## config.mk

```make
export PLATFORM = sky130hd
export DESIGN_NAME = opwe_queue
export DESIGN_NICKNAME = d
export VERILOG_FILES = /design/src/opwe_pkg.sv /design/src/opwe_queue.sv
export SDC_FILE = /design/constraint.sdc
export NUM_CORES = 1
export LEC_CHECK = 0
export BUFFER_PORTS_ARGS = -buffer_cell sky130_fd_sc_hd__buf_4
export CORE_ASPECT_RATIO = 0.8
export CORE_UTILIZATION = 38
export DETAILED_ROUTE_END_ITERATION = 10
export PLACE_DENSITY_LB_ADDON = 0.25
export SETUP_SLACK_MARGIN = 0.15
export SYNTH_ARGS = -nofsm -noshare
export SYNTH_HDL_FRONTEND = slang
export SYNTH_SLANG_ARGS = --single-unit
```

## constraint.sdc

```tcl
create_clock -name clk -period 2.33 [get_ports clk]
set_clock_uncertainty 0.05 [all_clocks]
set_input_delay 0 -clock clk [delete_from_list [all_inputs] [get_ports clk]]
set_output_delay 0 -clock clk [all_outputs]
set_load 0.02 [all_outputs]
```

## src/opwe_pkg.sv

```systemverilog
// ----------------------------------------------------------------------------
// opwe_pkg - shared definitions for the pixel write engine
// Geometry constants, result codes and the job record passed front to back.
// ----------------------------------------------------------------------------
`default_nettype none

package opwe_pkg;

    // Frame geometry
    localparam int PAGE_WIDTH  = 128;
    localparam int FRAME_BYTES = 1024;
    localparam int FRAME_LAST  = FRAME_BYTES - 1;

    // Shadow frame address and the wider raw index (page up to 15, px up to 255)
    localparam int ADDR_W = $clog2(FRAME_BYTES);
    localparam int IDX_W  = $clog2(15 * PAGE_WIDTH + 256);

    // Job queue depth
    localparam int QDEPTH = 2;
    localparam int QPTR_W = (QDEPTH > 1) ? $clog2(QDEPTH) : 1;
    localparam int QCNT_W = $clog2(QDEPTH + 1);

    // Configuration register indexes
    localparam logic [1:0] REG_DISPLAY_TYPE = 2'd0;
    localparam logic [1:0] REG_FLIPPED      = 2'd1;
    localparam logic [1:0] REG_READY        = 2'd2;

    // Display types
    localparam logic [1:0] DISP_128X64   = 2'd0;
    localparam logic [1:0] DISP_128X32   = 2'd1;
    localparam logic [1:0] DISP_64X32_C  = 2'd2;
    localparam logic [1:0] DISP_132X64   = 2'd3;

    // Result kinds
    localparam logic [1:0] KIND_CMD    = 2'd0;
    localparam logic [1:0] KIND_DATA   = 2'd1;
    localparam logic [1:0] KIND_STATUS = 2'd2;

    // Result status codes
    localparam logic [1:0] STAT_WRITTEN   = 2'd0;
    localparam logic [1:0] STAT_UNCHANGED = 2'd1;
    localparam logic [1:0] STAT_OFFSCREEN = 2'd2;
    localparam logic [1:0] STAT_NOTREADY  = 2'd3;

    // Controller command bases
    localparam logic [7:0] CMD_PAGE_BASE = 8'hB0;
    localparam logic [3:0] CMD_COL_HI    = 4'h1;
    localparam logic [3:0] CMD_COL_LO    = 4'h0;

    // Column and page offsets
    localparam logic [8:0] COL_OFS_CENTER = 9'd32;
    localparam logic [8:0] COL_OFS_WIDE   = 9'd2;
    localparam logic [4:0] PAGE_OFS_CENTER = 5'd4;

    // One classified pixel write
    typedef struct packed {
        logic              ok;        // needs a shadow lookup
        logic [1:0]        status;    // final status when not ok
        logic [ADDR_W-1:0] addr;
        logic [2:0]        bit_sel;
        logic              color;
        logic [7:0]        page_cmd;
        logic [7:0]        col;
    } job_t;

endpackage

`default_nettype wire

```

## src/opwe_queue.sv

```systemverilog
// ----------------------------------------------------------------------------
// opwe_queue - short job queue between front and back
// Register-based FIFO of classified jobs; head is shown while not empty.
// ----------------------------------------------------------------------------
`default_nettype none

module opwe_queue
    import opwe_pkg::*;
(
    input  wire logic clk,
    input  wire logic rst_n,
    input  wire logic push,
    input  wire job_t push_job,
    input  wire logic pop,
    output logic      head_valid,
    output job_t      head_job,
    output logic      full
);

    job_t              entry_reg [QDEPTH];
    logic [QPTR_W-1:0] wr_ptr_reg;
    logic [QPTR_W-1:0] wr_ptr_next;
    logic [QPTR_W-1:0] rd_ptr_reg;
    logic [QPTR_W-1:0] rd_ptr_next;
    logic [QCNT_W-1:0] count_reg;
    logic [QCNT_W-1:0] count_next;
    logic              do_push;
    logic              do_pop;

    assign head_valid = (count_reg != '0);
    assign full       = (count_reg == QCNT_W'(QDEPTH));
    assign head_job   = entry_reg[rd_ptr_reg];
    assign do_push    = push && !full;
    assign do_pop     = pop && head_valid;

    always_comb
    begin
        wr_ptr_next = wr_ptr_reg;
        rd_ptr_next = rd_ptr_reg;
        count_next  = count_reg;
        if (do_push)
            wr_ptr_next = (wr_ptr_reg == QPTR_W'(QDEPTH - 1)) ? '0 : wr_ptr_reg + 1'b1;
        if (do_pop)
            rd_ptr_next = (rd_ptr_reg == QPTR_W'(QDEPTH - 1)) ? '0 : rd_ptr_reg + 1'b1;
        if (do_push && !do_pop)
            count_next = count_reg + 1'b1;
        else if (do_pop && !do_push)
            count_next = count_reg - 1'b1;
    end

    always_ff @(posedge clk or negedge rst_n)
    begin
        if (!rst_n)
        begin
            wr_ptr_reg <= '0;
            rd_ptr_reg <= '0;
            count_reg  <= '0;
        end
        else
        begin
            wr_ptr_reg <= wr_ptr_next;
            rd_ptr_reg <= rd_ptr_next;
            count_reg  <= count_next;
        end
    end

    always_ff @(posedge clk)
    begin
        if (do_push)
            entry_reg[wr_ptr_reg] <= push_job;
    end

endmodule

`default_nettype wire

```

=== Yosys cells after proc, flatten, opt, wreduce, memory -nomap -nowiden ===
Memories as Yosys holds them, arrays and structs flattened.
Index checks and enable logic that the tools add are counted.

* Bitwise operators: 0
* Magnitude comparators: 0
* Multiplexer cells: 6
* Div/mod/pow operators: 0
* $add $sub $neg: 4
* Multiply operators: 0
* Equality and inequality tests: 1
* Shift-type cells: 0
* Reduce and logical (&&, ||, !) cells: 9

{| class="wikitable"
|+ Operators by type and width
! operator !! number
|-
| 1-bit logical AND || 4
|-
| 1-bit two-way mux || 4
|-
| 2-bit two-way mux || 2
|-
| 2-bit nonzero test || 2
|-
| 1-bit logical NOT || 3
|-
| 1-bit adder (second input constant) || 2
|-
| 2-bit by 1-bit adder with 2-bit output (second input constant) || 1
|-
| 2-bit equality test (second input constant) || 1
|-
| 2-bit by 1-bit subtractor with 2-bit output (second input constant) || 1
|}

* Input port bits: 37
* Memory bits (read-only): 0
* Memories kept: 1
* Register bits after elaboration: 4
* Bits in latches: 0
* RAM bits: 66
* Output and inout port bits: 35

{| class="wikitable"
|+ Memories
! memory !! depth !! width !! read ports !! clocked after memory_dff !! write ports !! RTL line !! source
|-
| entry_reg || 2 || 33 || 1 || 0 || 1 || opwe_queue.sv:20 || <nowiki>job_t entry_reg [QDEPTH];</nowiki>
|}

=== Longest topological paths before layout ===
* Depth after elaboration: 7
* Gate-level depth with buffers: 7
* Depth with buffers taken out: 7

=== Worst setup path before layout ===
No wires, ideal clock.

* Path type: register to register
* Start: register count_reg[0]
* End: memory entry_reg[0][0] in the netlist's numbering (enable)
* Buffers on the path: 0
* Cell stages (with the launch flop): 4
* Slack: -0.162 ns
* Arrival: 2.019 ns
* Cell sequence: dfrtp_1 > nand2b_1 > nand2_1 > nor2_1

* Cells in the longest elaborated chain, start to end: 5

{| class="wikitable"
|+ Ends and longest elaborated chain
! element !! RTL line !! source
|-
| start, declared || opwe_queue.sv:25 || <nowiki>logic [QCNT_W-1:0] count_reg;</nowiki>
|-
| start signal, assigned || opwe_queue.sv:63 || <nowiki>count_reg <= count_next;</nowiki>
|-
| 2-bit equality test || opwe_queue.sv:31 || <nowiki>assign full = (count_reg == QCNT_W'(QDEPTH));</nowiki>
|-
| 1-bit logical NOT || opwe_queue.sv:33 || <nowiki>assign do_push = push && !full;</nowiki>
|-
| 1-bit logical AND || opwe_queue.sv:33 ||
|-
| 1-bit two-way mux || opwe_queue.sv:69 || <nowiki>if (do_push)</nowiki>
|-
| 1-bit two-way mux (implied by the code) || opwe_queue.sv:70 || <nowiki>entry_reg[wr_ptr_reg] <= push_job;</nowiki>
|-
| end, declared || opwe_queue.sv:20 ||
|}

No other way between the ends.

==> metrics.md <==
| Metric | Value |
|---|---|
| Status | `finished clean` |
| Mapped Cells | `~120` |
| Worst Path Buf+Inv | `2` |
| Worst path depth | `3` |
| Logic pwr share | `0.409` |
| Area growth from synthesis to layout | `42.1%` |
| Setup Buffers After CTS | `0` |
| IR drop worst, VDD | `0.682 mV` |
| Die Ht | `77.9 um` |
| Dpl hpwl | `about 3200 um` |
| Number of core rows | `27` |
| Asr flop ratio synth | `0.0571` |
| Layout cells sized above 1 | `0.504` |
| Sw Share | `0.320` |
| Largest family of logic cells by synthesized area | `multiplexers` |
| DP Area | `0.00336 sq mm` |
| Root buffer cell | `clkbuf_8` |
| Initial core utilization | `0.395` |
| Rel. slew slack | `0.690` |
| Number of max-cap violations | `0` |
| Clock buffer depth | `2` |
| Filler instances | `approximately 570` |
| CTS sink cnt | `70` |
| Area occupied by multi-input gates | `582 sq um` |
| Sequential power share | `0.409` |
| Worst Setup End Kind | `primary output` |
| # IOs | `72` |
| Hold/Removal Path Class | `in -> reg` |
| Ant. Diodes | `0` |
| Avg Cell Area, Syn | `about 22 sq um` |
| RSZ-0062 raised after global routing | `no` |
| Psw | `between 1000 and 1500 uW` |
| Routability congestion estimate | `~0.69` |
| Tot GR Track Use | `0.139` |
| Synth top area share | `0.725` |
| EDFF count, synth | `66` |
| Final instance area | `0.00388 sq mm` |
| Critical Path AT | `between 1500 and 2000 ps` |
| Max-slew violation count | `0` |
| Slowest stage cell, crit path | `dfrtp_2` |
| H-tree depth | `3` |
| Grt ovf | `0` |
| Post_cts resized | `0` |
| Sum of negative setup slack | `0 ps` |
| Yosys cell types | `16` |
| Tcrit/Tclk final | `0.737` |
| Post-Synth Simple-Gate Area | `0.0133` |
| Global-route wire length before repair | `a little under 8000 um` |
| Die width | `96.8 um` |
| Max Fanout on Critical Path | `27` |
| Most area-consuming cells after synthesis | `edfxtp_1, mux2_4, dfrtp_1, buf_12, mux2_2` |
| Pwr dens | `~1200 mW/mm^2` |
| WHS Path Cells | `3` |
| Post-synthesis mux area share | `0.176` |
| Total core area | `approximately 0.007 sq mm` |
| Ordered list of cells on the worst path | `buf_12 > mux2_2 > buf_4` |
| Synthesized area | `~0.0027 sq mm` |
| Initial antenna violation count | `0` |
| Largest net degree at the start of global routing | `34` |
| Clock power frac | `0.182` |
| Final hold violation count | `0` |
| Worst path max stage delay | `530 ps` |
| Min cycle time layout | `1720 ps` |
| Final #Nets | `between 200 and 300` |
| Detailed Route WL | `4870 um` |
| Register area | `around 0.0021 sq mm` |
| Setup Crit Path Kind | `reg -> out` |
| Reg-to-reg endpoint | `entry_reg[0][20]` |
| Top delay family on crit path | `flip-flops` |
| Drt pass-1 iters | `4` |
| Critical Path RT | `~2300 ps` |
| Hold Startpoint | `push` |
| Synth Area in XOR/XNOR | `0.0160` |
| CTS clk-pin slew, worst paths | `approximately 70 ps` |
| ANT nets after route | `0` |
| Vias per inst | `4.48` |
| Hold worst-path end | `wr_ptr_reg` |
| Clk_lat worst skew | `approximately 330 ps` |
| Post-DR wirelength/cell | `between 10 and 15 um` |
| Max Freq | `just under 600 MHz` |
| Die area | `~0.0075 sq mm` |
| Internal power | `between 3000 and 4000 uW` |
| Yosys warning total | `0` |
| Register bit total from synthesis | `70` |
| Cell taking the most area after synthesis | `edfxtp_1` |
| # setup viols final | `0` |
| Main flop type after synthesis | `edfxtp_1` |
| Residual DRC count | `0` |
| Tightest Pin Transition | `~460 ps` |
| CTS tree | `done` |
| Port bufs | `71` |
| Most frequent cell after synthesis | `edfxtp_1` |
| Reg2reg path depth | `4` |
| Max reg flops | `66` |
| Startpoint class of the critical path | `flip-flop` |
| R2R setup slack | `roughly 620 ps` |
| Cts bufs inserted | `9` |
| Via Count | `around 1500` |
| Vias in the first global route | `around 1600` |
| Initial drt markers | `between 40 and 50` |
| Syn Nets | `160` |
| Leakage | `between 0.0015 and 0.002 uW` |
| Post-synth top cells | `edfxtp_1, mux2_4, dfrtp_1, mux2_2` |
| Adder-Cell Fraction of Synth Area | `0.00458` |
| # hold bufs at CTS | `36` |
| Compound-gate portion of the synthesized area | `0` |
| Seq/Total Area, Yosys | `0.762` |
| R2r startpoint | `count_reg[0]` |
## through the flow
stage	total power (uW)	hold slack (ps)	std cells	utilization	worst slack [ps]
6_report	4540	15.8	331	0.561	613
5_1_grt	4760	14.9	331	0.561	515
4_1_cts	4600	10.8	331	0.561	579
3_5_place_dp	3720	-250	279	0.485	595
3_3_place_gp	3660	-255	279	0.485	706
2_1_floorplan	3140	-346	122	-	380
## power groups by stage
stage | Clock, uW | Combinational, uW | Sequential, uW
floorplan | 0 | 1320 | 1820
global placement | 0 | 1800 | 1870
detailed placement | 0 | 1830 | 1890
CTS | 847 | 1890 | 1860
global route | 898 | 1970 | 1890
finish | 826 | 1860 | 1860
## logic make-up (layout without fill, tap and decap cells)
logic type	count (synthesis)	count (layout)
flip-flops	70	70
multiplexers	33	33
AND/OR/NAND/NOR	7	7
buffers and inverters	6	128
XOR/XNOR	5	5
adder cells (fa/ha/maj)	1	1
## worst max path at each step
stage	startpoint	to	slack, ps
after CTS	count_reg[0]	entry_reg[0][13]	580
after detailed placement	count_reg[0]	entry_reg[0][23]	590
after global routing	count_reg[0]	entry_reg[0][29]	520
after floorplan	count_reg[0]	entry_reg[0][0]	380
final	rd_ptr_reg	head_job[10]	610
after global placement	count_reg[0]	entry_reg[0][24]	710
## final cells by class
type                       instances  share of cell area
inverter                           2             0.00193
sequential                        70               0.536
clock buffer                      14              0.0393
clock inverter                     2             0.00258
multi-input combinational         46               0.150
tap                               87              0.0280
timing repair buffer             110               0.242
## cell usage in the layout (no fill, tap or decap), drive strengths merged
| cell type | instances |
|---|---|
| edfxtp | 66 |
| inv | 2 |
| clkinv | 2 |
| dlygate4sd3 | 36 |
| ha | 1 |
| nor2 | 2 |
| nand2b | 1 |
| or2 | 1 |
| nand2 | 2 |
| and3 | 1 |
| xnor2 | 3 |
| clkbuf | 14 |
| buf | 74 |
| mux2 | 33 |
| dfrtp | 4 |
| xor2 | 2 |
## per-layer routing
metal  wire length, um  vias to the layer above  part of all wire  track usage
li1                  -                      701                 -            -
met3               252                       14             0.052       0.0405
met4               119                        0             0.024       0.0866
met5                 0                        -                 0            0
met2              2390                       52              0.49        0.235
met1              2110                      715              0.43        0.155
## worst register-to-register path: cells and delay by family (launching register included)
kind	cells	cell delay, ps
buffers and inverters	1	240
DFF	1	410
and+or+nand+nor	3	720
No activity file was read; power rests on OpenSTA's default activity.
