===== src/opwe_pkg.sv =====
// ----------------------------------------------------------------------------
// opwe_pkg - shared definitions for the pixel write engine
// Geometry constants, result codes and the job record passed front to back.
// ----------------------------------------------------------------------------
`default_nettype none

package opwe_pkg;

    // Frame geometry
    localparam int PAGE_WIDTH  = 128;
    localparam int FRAME_BYTES = 1024;
    localparam int FRAME_LAST  = FRAME_BYTES - 1;

    // Shadow frame address and the wider raw index (page up to 15, px up to 255)
    localparam int ADDR_W = $clog2(FRAME_BYTES);
    localparam int IDX_W  = $clog2(15 * PAGE_WIDTH + 256);

    // Job queue depth
    localparam int QDEPTH = 2;
    localparam int QPTR_W = (QDEPTH > 1) ? $clog2(QDEPTH) : 1;
    localparam int QCNT_W = $clog2(QDEPTH + 1);

    // Configuration register indexes
    localparam logic [1:0] REG_DISPLAY_TYPE = 2'd0;
    localparam logic [1:0] REG_FLIPPED      = 2'd1;
    localparam logic [1:0] REG_READY        = 2'd2;

    // Display types
    localparam logic [1:0] DISP_128X64   = 2'd0;
    localparam logic [1:0] DISP_128X32   = 2'd1;
    localparam logic [1:0] DISP_64X32_C  = 2'd2;
    localparam logic [1:0] DISP_132X64   = 2'd3;

    // Result kinds
    localparam logic [1:0] KIND_CMD    = 2'd0;
    localparam logic [1:0] KIND_DATA   = 2'd1;
    localparam logic [1:0] KIND_STATUS = 2'd2;

    // Result status codes
    localparam logic [1:0] STAT_WRITTEN   = 2'd0;
    localparam logic [1:0] STAT_UNCHANGED = 2'd1;
    localparam logic [1:0] STAT_OFFSCREEN = 2'd2;
    localparam logic [1:0] STAT_NOTREADY  = 2'd3;

    // Controller command bases
    localparam logic [7:0] CMD_PAGE_BASE = 8'hB0;
    localparam logic [3:0] CMD_COL_HI    = 4'h1;
    localparam logic [3:0] CMD_COL_LO    = 4'h0;

    // Column and page offsets
    localparam logic [8:0] COL_OFS_CENTER = 9'd32;
    localparam logic [8:0] COL_OFS_WIDE   = 9'd2;
    localparam logic [4:0] PAGE_OFS_CENTER = 5'd4;

    // One classified pixel write
    typedef struct packed {
        logic              ok;        // needs a shadow lookup
        logic [1:0]        status;    // final status when not ok
        logic [ADDR_W-1:0] addr;
        logic [2:0]        bit_sel;
        logic              color;
        logic [7:0]        page_cmd;
        logic [7:0]        col;
    } job_t;

endpackage

`default_nettype wire


===== src/opwe_front.sv =====
// ----------------------------------------------------------------------------
// opwe_front - configuration registers and pixel write classification
// Checks readiness and range, works out the shadow address and the
// positioning bytes, and pushes one job per accepted item.
// ----------------------------------------------------------------------------
`default_nettype none

module opwe_front
    import opwe_pkg::*;
(
    input  wire logic       clk,
    input  wire logic       rst_n,
    input  wire logic       start,
    input  wire logic       busy,
    input  wire logic [7:0] px,
    input  wire logic [6:0] py,
    input  wire logic       color,
    input  wire logic       cfg_wen,
    input  wire logic [1:0] cfg_index,
    input  wire logic [1:0] cfg_wdata,
    output logic            push,
    output job_t            job
);

    logic [1:0] display_type_reg;
    logic       flipped_reg;
    logic       ready_reg;

    logic [3:0]       page;
    logic [4:0]       page_pos;
    logic [IDX_W-1:0] idx;
    logic [8:0]       col_pos;

    always_ff @(posedge clk or negedge rst_n)
    begin
        if (!rst_n)
        begin
            display_type_reg <= DISP_128X64;
            flipped_reg      <= 1'b0;
            ready_reg        <= 1'b0;
        end
        else if (cfg_wen)
        begin
            case (cfg_index)
                REG_DISPLAY_TYPE: display_type_reg <= cfg_wdata;
                REG_FLIPPED:      flipped_reg      <= cfg_wdata[0];
                REG_READY:        ready_reg        <= cfg_wdata[0];
                default:          ;
            endcase
        end
    end

    always_comb
    begin
        page     = py[6:3];
        idx      = IDX_W'(page) * IDX_W'(PAGE_WIDTH) + IDX_W'(px);
        page_pos = {1'b0, page};
        col_pos  = {1'b0, px};
        case (display_type_reg)
            DISP_64X32_C:
            begin
                col_pos = col_pos + COL_OFS_CENTER;
                if (!flipped_reg)
                    page_pos = page_pos + PAGE_OFS_CENTER;
            end
            DISP_132X64: col_pos = col_pos + COL_OFS_WIDE;
            default:     ;
        endcase

        job.ok       = 1'b0;
        job.status   = STAT_WRITTEN;
        job.addr     = idx[ADDR_W-1:0];
        job.bit_sel  = py[2:0];
        job.color    = color;
        job.page_cmd = CMD_PAGE_BASE | {3'b000, page_pos};
        job.col      = col_pos[7:0];
        if (!ready_reg)
            job.status = STAT_NOTREADY;
        else if (idx > IDX_W'(FRAME_LAST))
            job.status = STAT_OFFSCREEN;
        else
            job.ok = 1'b1;
    end

    assign push = start && !busy;

endmodule

`default_nettype wire


===== config.mk =====
export PLATFORM = sky130hd
export DESIGN_NAME = opwe_front
export DESIGN_NICKNAME = d
export VERILOG_FILES = /design/src/opwe_pkg.sv /design/src/opwe_front.sv
export SDC_FILE = /design/constraint.sdc
export NUM_CORES = 1
export LEC_CHECK = 0
export ABC_CLOCK_PERIOD_IN_PS = 1200
export BUFFER_PORTS_ARGS = -buffer_cell sky130_fd_sc_hd__buf_2
export CAP_MARGIN = 40
export CORE_MARGIN = 2
export CORE_UTILIZATION = 35
export DETAILED_ROUTE_END_ITERATION = 10
export GPL_TIMING_DRIVEN = 0
export PLACE_DENSITY_LB_ADDON = 0.2
export SETUP_SLACK_MARGIN = 0.5
export SLEW_MARGIN = 25
export SYNTH_ARGS = -nofsm -noshare
export SYNTH_HDL_FRONTEND = slang
export SYNTH_SLANG_ARGS = --single-unit

===== constraint.sdc =====
create_clock -name clk -period 1.2 [get_ports clk]
set_input_delay 0.06 -clock clk [delete_from_list [all_inputs] [get_ports clk]]
set_output_delay 0.06 -clock clk [all_outputs]
set_load 0.005 [all_outputs]

### After elaboration in Yosys (flattened, before gate mapping)

Index checks and enable logic that the tools add are counted.

* register bits after elaboration: 4
* bits of input ports: 25

* $add $sub $neg: 4
* $lt $le $gt $ge: 1
* equality and inequality tests: 4
* muxes and demuxes: 7
* reductions and logical operators: 6

Operators with widths (number)
* $pmux W8 S2: 1
* $add A11 B8 Y12: 1
* $gt A12 B10 Y1 const B: 1
* $add A8 B2 Y8 const B: 1
* $add A8 B6 Y8 const B: 1
* $mux W4: 2
* $eq A2 B2 Y1 const B: 3
* $reduce_and A2 Y1: 3
* $add A4 B3 Y4 const B: 1
* $mux W2: 2
* $eq A2 B1 Y1 const B: 1
* $logic_not A2 Y1: 1
* $mux W1: 2
* $logic_and A1 B1 Y1: 1
* $logic_not A1 Y1: 1

### Depth between registers and ports, before layout

Gate-level depths: netlist of the first run.

* depth after elaboration: 4
* depth in mapped cells: 4

### Least setup slack after synthesis of the first run

OpenSTA, ideal clock, no wires.

* path kind: flip-flop to output port
* from: reg display_type_reg[0]
* to: out job[6] (netlist name)
* arrival: 1.103 ns
* required time: 1.140 ns
* setup slack: 0.037 ns
* cell stages (with the launch flop): 4
* buffers on the path: 0
* cell sequence: dfrtp_1 -> nand2_2 -> or4_1 -> nand3_1

RTL lines
* from (decl): line opwe_front.sv:25 `logic [1:0] display_type_reg;`
* from (signal assigned): line opwe_front.sv:45 `REG_DISPLAY_TYPE: display_type_reg <= cfg_wdata;`
* to (decl): line opwe_front.sv:22 `output job_t job`

==> reports/metrics.yaml, run 1 <==
power:
  total_leakage_power_nw: 0.6212
  internal_power_mw: 0.6275
  pwr-share-clk_pct: 17.9
  p_total_mw: 0.9346
  seqPwrFrac_pct: 21.1
  vdd_drop_max_mv: 0.5689
  pwr-share-comb_pct: 61.0
  power.net_switching_mw: 0.3071
  sw_frac_of_total_pct: 32.86
  powerDensity_nw_per_um2: 813.7
synthesis:
  synthSimpleGateAreaFrac_pct: 20.00
  synth_most_common_cell: "buf_4"
  synthXorXnorAreaFrac_pct: 11.91
  synthAdderAreaFrac_pct: 10.64
  synth.distinct_cells: 23
  synth-seq-cells: 4
  synth_area_per_cell_um2: 8.283
  yosys_warnings: 0
  synthFlopType: "dfrtp_1"
  syn_inst: 71
  synth_mux_area_share_pct: 9.574
  synth_edf_count: 0
  yosysTopAreaCell: "buf_4"
  yosys-top-cells-count: "18 x buf_4, 7 x nand3_1, 6 x xor2_1"
  ys_top_cells_by_area: "buf_4 23%, dfrtp_1 17%, ha_1 11%, mux2_2 9.6%, xor2_1 8.9%"
  ys_seq_area_share_pct: 17.02
  syn_area_um2: 588.1
  synth_compound_area_share_pct: 5.319
  synth_top_cell_area_share_pct: 22.98
  synth_top_family_by_area: "buffers and inverters"
  async_reset_ff_share_pct: 100.0
clock_network:
  clock-sinks: 4
  cts_made_buffers: 3
  clkTransAtPathRegs_ps: 40
  cts_tree: "built"
  htree_levels: 1
  clock_latency_ps: 240
  cts_max_path_buffers: 2
  root_buffer: "clkbuf_4"
critical_path:
  crit_family: "flip-flops"
  worstPathCellList: "nor3b_2 > mux2_2 > buf_2"
  crit_path_max_incr_delay_ps: 440
  crit_fanout: 4
  crit_required_ps: 1140
  crit_buf_inv: 1
  cp-start-kind: "flip-flop"
  crit_path_top_delay_cell: "dfrtp_2"
  cp-end-kind: "output pin"
  r2r_setup_slack_ps: 160
  arrival_ps: 1380
  setup.worst_path.class: "reg -> out"
grt:
  grt_overflow: 0
  antenna_found_initial: 0
  grt_pass1_wl_mm: 2.746
  grt_max_degree: 6
  grt_util_all_layers_pct: 19.42
  grt_pass1_vias: 657
sta:
  post-route-period-util_pct: 120.4
  final.setup.worst_slack_ps: -244.7
  final.setup.tns_ps: -1079
  drv_slew: 0
  skew_ps: 0
  fmax_mhz: 692.2
  setup_viol: 8
  rsz0062_at_grt: "yes"
  fin_crit_ps: 1445
  hold_viol: 0
cells_and_area:
  largest_reg_flops: 2
  syn_to_final_growth_pct: 95.32
  drive_gt1_share_pct: 75.00
  antenna_cells: 0
  fin_nets: 168
die:
  die-area_um2: 2024
  core_um2: 1541
  die_x_um: 44.99
  io_pins: 59
  rows: 14
  initial_core_util_pct: 38.15
  die_h_um: 44.99
placement:
  portBuffers: 49
  routabilityCongestion: 0.6466
  dp_hpwl_mm: 1.194
route:
  drtAntennaViolNets: 0
  drc: 0
  wl_mm: 1.804
  avgViaCountPerCell: 4.651
  dr.pass1.iters: 3
  dr_total_vias: 707
  first_iter_violations: 3
  wl_per_cell_um: 11.87
status:
  status: "finished with violations"
  violations: "negative setup slack"
hold_path:
  hold_class: "in -> reg"
flow_run:
  drv_cap: 0
worst register-to-register path, stage by stage, from the launching register on:
cell and delay (ps):
dfrtp_2 430, buf_6 130, buf_6 110, mux2_4 260
cell type report:
cell class / count / area (um^2)
clock buffer: 3 / 22.52
tap: 16 / 20.02
inverter: 2 / 10.01
multi-input combinational: 49 / 469.2
sequential: 4 / 102.6
buffer: 18 / 135.1
timing repair buffer: 60 / 389.1
fill: 110 / 392.9
power groups by stage:
| stage | Sequential [mW] | Clock (mW) | Combinational (mW) |
|---|---|---|---|
| detailed placement | 0.196 | 0 | 0.353 |
| global route | 0.199 | 0.178 | 0.620 |
| global placement | 0.196 | 0 | 0.341 |
| finish | 0.197 | 0.168 | 0.570 |
| floorplan | 0.187 | 0 | 0.196 |
| CTS | 0.193 | 0.173 | 0.518 |
worst paths after layout:
check / from / end / cells after the start
min in group asynchronous: rst_n / display_type_reg[0] / 2
setup reg to reg: display_type_reg[1] / display_type_reg[1] / 3
hold reg to reg: flipped_reg / flipped_reg / 1
hold / removal: cfg_wdata[1] / display_type_reg[1] / 2
max in group asynchronous: rst_n / display_type_reg[1] / 2
setup / recovery: display_type_reg[0] / job[11] / 3
per-stage QoR:
step                util, %  cell area, um^2  hold WS (ps)  worst slack, ps  cells
detailed placement    56.74            874.6        -132.3           -155.4    138
global route          74.51             1149         70.26           -267.2    152
finish                74.51             1149         62.65           -244.7    152
floorplan                 -            609.3        -235.6            48.82     73
global placement      56.74            874.6        -135.9           -154.4    138
CTS                   70.94             1094         59.22           -245.7    151
cells by family (layout without fill, tap and decap cells):
family / after synthesis / count (layout)
and+or+nand+nor: 22 / 22
xor gates and xnor gates: 8 / 8
other: 2 / 4
DFF: 4 / 4
AOI/OAI and AO/OA: 5 / 5
muxes: 5 / 5
buffers and inverters: 20 / 83
adders and majority gates: 5 / 5
cells in the final DEF (no fill, tap or decap):
cell / instances
a21boi_4: 1
a21oi_2: 1
a31oi_1: 1
and2b_1: 1
and3_1: 1
buf_2: 45
buf_4: 21
buf_6: 9
buf_8: 2
clkbuf_4: 3
conb_1: 4
dfrtp_1: 2
dfrtp_2: 2
dlygate4sd3_1: 1
ha_1: 3
ha_4: 2
inv_1: 1
inv_4: 1
mux2_2: 1
mux2_4: 4
nand2_1: 4
nand2_2: 1
nand2_4: 1
nand3_1: 5
nand3_2: 1
nand3_4: 1
nand3b_1: 1
nor2_1: 1
nor2_4: 1
nor2b_1: 1
nor3b_2: 2
o211ai_1: 1
o21ai_2: 1
or4_1: 1
xnor2_2: 2
xor2_1: 6
timing repair:
item / CTS / global route
setup endpoints to repair: 18 / 18
hold buffers: 1 / 0
endpoints found under the hold margin: 4 / 0
pin swaps: 11 / 8
setup buffers: 9 / 1
gates resized for setup: 28 / 11
cloned: 0 / 0
per-layer routing:
layer | routed length, um | vias to the layer above | track usage [%] | share of wire (%)
met5 | 0 | - | 0 | 0
met4 | 62 | 0 | 14.12 | 3.4
met3 | 153 | 6 | 2.000 | 8.5
met2 | 1016 | 39 | 39.14 | 56
met1 | 572 | 310 | 17.04 | 32
li1 | - | 352 | - | -
(Power assumes the default switching activity.)
==> run 2: changes to the inputs <==
SKIP_CTS_REPAIR_TIMING = 1   (was unset)
==> run 2 against run 1 <==
The flow still finishes with violations (negative setup slack). Sequential share of layout area rose by 0.61 points. Clock skew did not move. Power fell by 8.7%. Sequential power barely moved. Wire length fell by 6.8%. Register-to-register slack improved by 160 ps. Setup slack got worse by 3.9 ps. Critical endpoint is now job[6]. Largest power group unchanged. Highest routed layer unchanged.
==> reports/metrics.yaml, run 2 (synthesis gave the netlist of run 1 again) <==
die:
  die_h_um: 44.99
  core_um2: 1541
  rows: 14
  initial_core_util_pct: 38.15
  die_x_um: 44.99
  io_pins: 59
  die-area_um2: 2024
cells_and_area:
  multiInputGateArea_um2: 439.2
  antenna_cells: 0
  design_area_um2: 1075
  postLayoutCoreUtil_pct: 69.72
  stdcell_count: 149
  fin_nets: 165
  regArea_um2: 102.6
  drive_gt1_share_pct: 71.43
  final_common_cell: "buf_2"
  fillers: 129
  syn_to_final_growth_pct: 82.77
  final_cell_mix: "45 x buf_2, 23 x buf_4, 6 x nand3_1"
  largest_reg_flops: 2
route:
  wl_per_cell_um: 11.29
  drtAntennaViolNets: 0
  dr_total_vias: 688
  dr.pass1.iters: 3
  avgViaCountPerCell: 4.617
  first_iter_violations: 5
  drc: 0
  wl_mm: 1.682
critical_path:
  crit_buf_inv: 1
  cp-start-kind: "flip-flop"
  crit_path_top_delay_cell: "or4_1"
  cp-end-kind: "output pin"
  crit_path_max_incr_delay_ps: 470
  arrival_ps: 1390
  worstPathCellList: "nand2_4 > or4_1 > nand3_1 > buf_2"
  crit_required_ps: 1140
  crit_family: "simple AND/OR/NAND/NOR gates"
  crit_fanout: 4
  setup.worst_path.class: "reg -> out"
sta:
  hold_viol: 0
  fin_crit_ps: 1449
  setup_viol: 8
  drv_slew: 0
  post-route-period-util_pct: 120.7
  rsz0062_at_grt: "yes"
  final.setup.worst_slack_ps: -248.6
  skew_ps: 0
  fmax_mhz: 690.3
power:
  total_leakage_power_nw: 0.5843
  p_total_mw: 0.8529
  powerDensity_nw_per_um2: 793.5
  vdd_drop_max_mv: 0.5409
placement:
  post-place-cells: 138
  routabilityCongestion: 0.6466
  placed_area_um2: 874.6
  dp_hpwl_mm: 1.194
  portBuffers: 49
grt:
  grt_max_degree: 9
  antenna_found_initial: 0
  grt_util_all_layers_pct: 13.88
  grt_pass1_wl_mm: 2.007
  grt_pass1_vias: 505
  grt_overflow: 0
clock_network:
  cts_tree: "built"
  root_buffer: "clkbuf_4"
  clock_latency_ps: 240
  cts_max_path_buffers: 2
  htree_levels: 1
  clock-sinks: 4
  cts_made_buffers: 3
  clkTransAtPathRegs_ps: 40
status:
  violations: "negative setup slack"
  status: "finished with violations"
hold_path:
  hold_class: "in -> reg"
flow_run:
  drv_cap: 0
run 2: final timing paths:
check                                    start             endpoint  slack [ps]  cells after the start
min in group asynchronous                rst_n  display_type_reg[0]         160                      2
setup reg to reg                     ready_reg            ready_reg         320                      2
hold reg to reg                    flipped_reg          flipped_reg         540                      1
hold / removal                    cfg_wdata[1]  display_type_reg[1]          70                      2
setup / recovery           display_type_reg[0]               job[6]        -250                      4
max in group asynchronous                rst_n  display_type_reg[1]         910                      2
run 2: worst reg2reg max path: stages (launching register included):
cell and delay [ps]:
dfrtp_1 400, buf_6 130, mux2_4 240
run 2: stage by stage:
step,setup WS [ps],setup TNS [ps],hold WS [ps]
final,-248.6,-920.1,68.03
after detailed placement,-155.4,-293.4,-132.3
after global placement,-154.4,-278.6,-135.9
after CTS,-418.4,-1476,-383.5
after global routing,-291.4,-1334,68.89
after floorplan,48.82,0,-235.6
run 2: layer usage:
layer	global-route usage (%)	vias to the layer above	share of wire, %
met3	1.200	6	8.5
li1	-	343	-
met4	12.35	0	4.0
met1	14.32	300	34
met2	24.57	39	53
met5	0	-	0
run 2: cell type report:
class                   count  area share (%)
multi-input cells          49           40.86
repair buffers             57           32.36
inverters                   2          0.6985
clock buffers               3           2.095
flip-flops and latches      4           9.546
well taps                  16           1.863
plain buffers              18           12.57
run 2: power by group:
| part | internal (mW) | leakage (nW) | switching (mW) |
|---|---|---|---|
| sequential | 0.163 | 0.0456 | 0.0339 |
| combinational | 0.299 | 0.525 | 0.187 |
| clock | 0.112 | 0.0138 | 0.0578 |
| total | 0.574 | 0.584 | 0.278 |
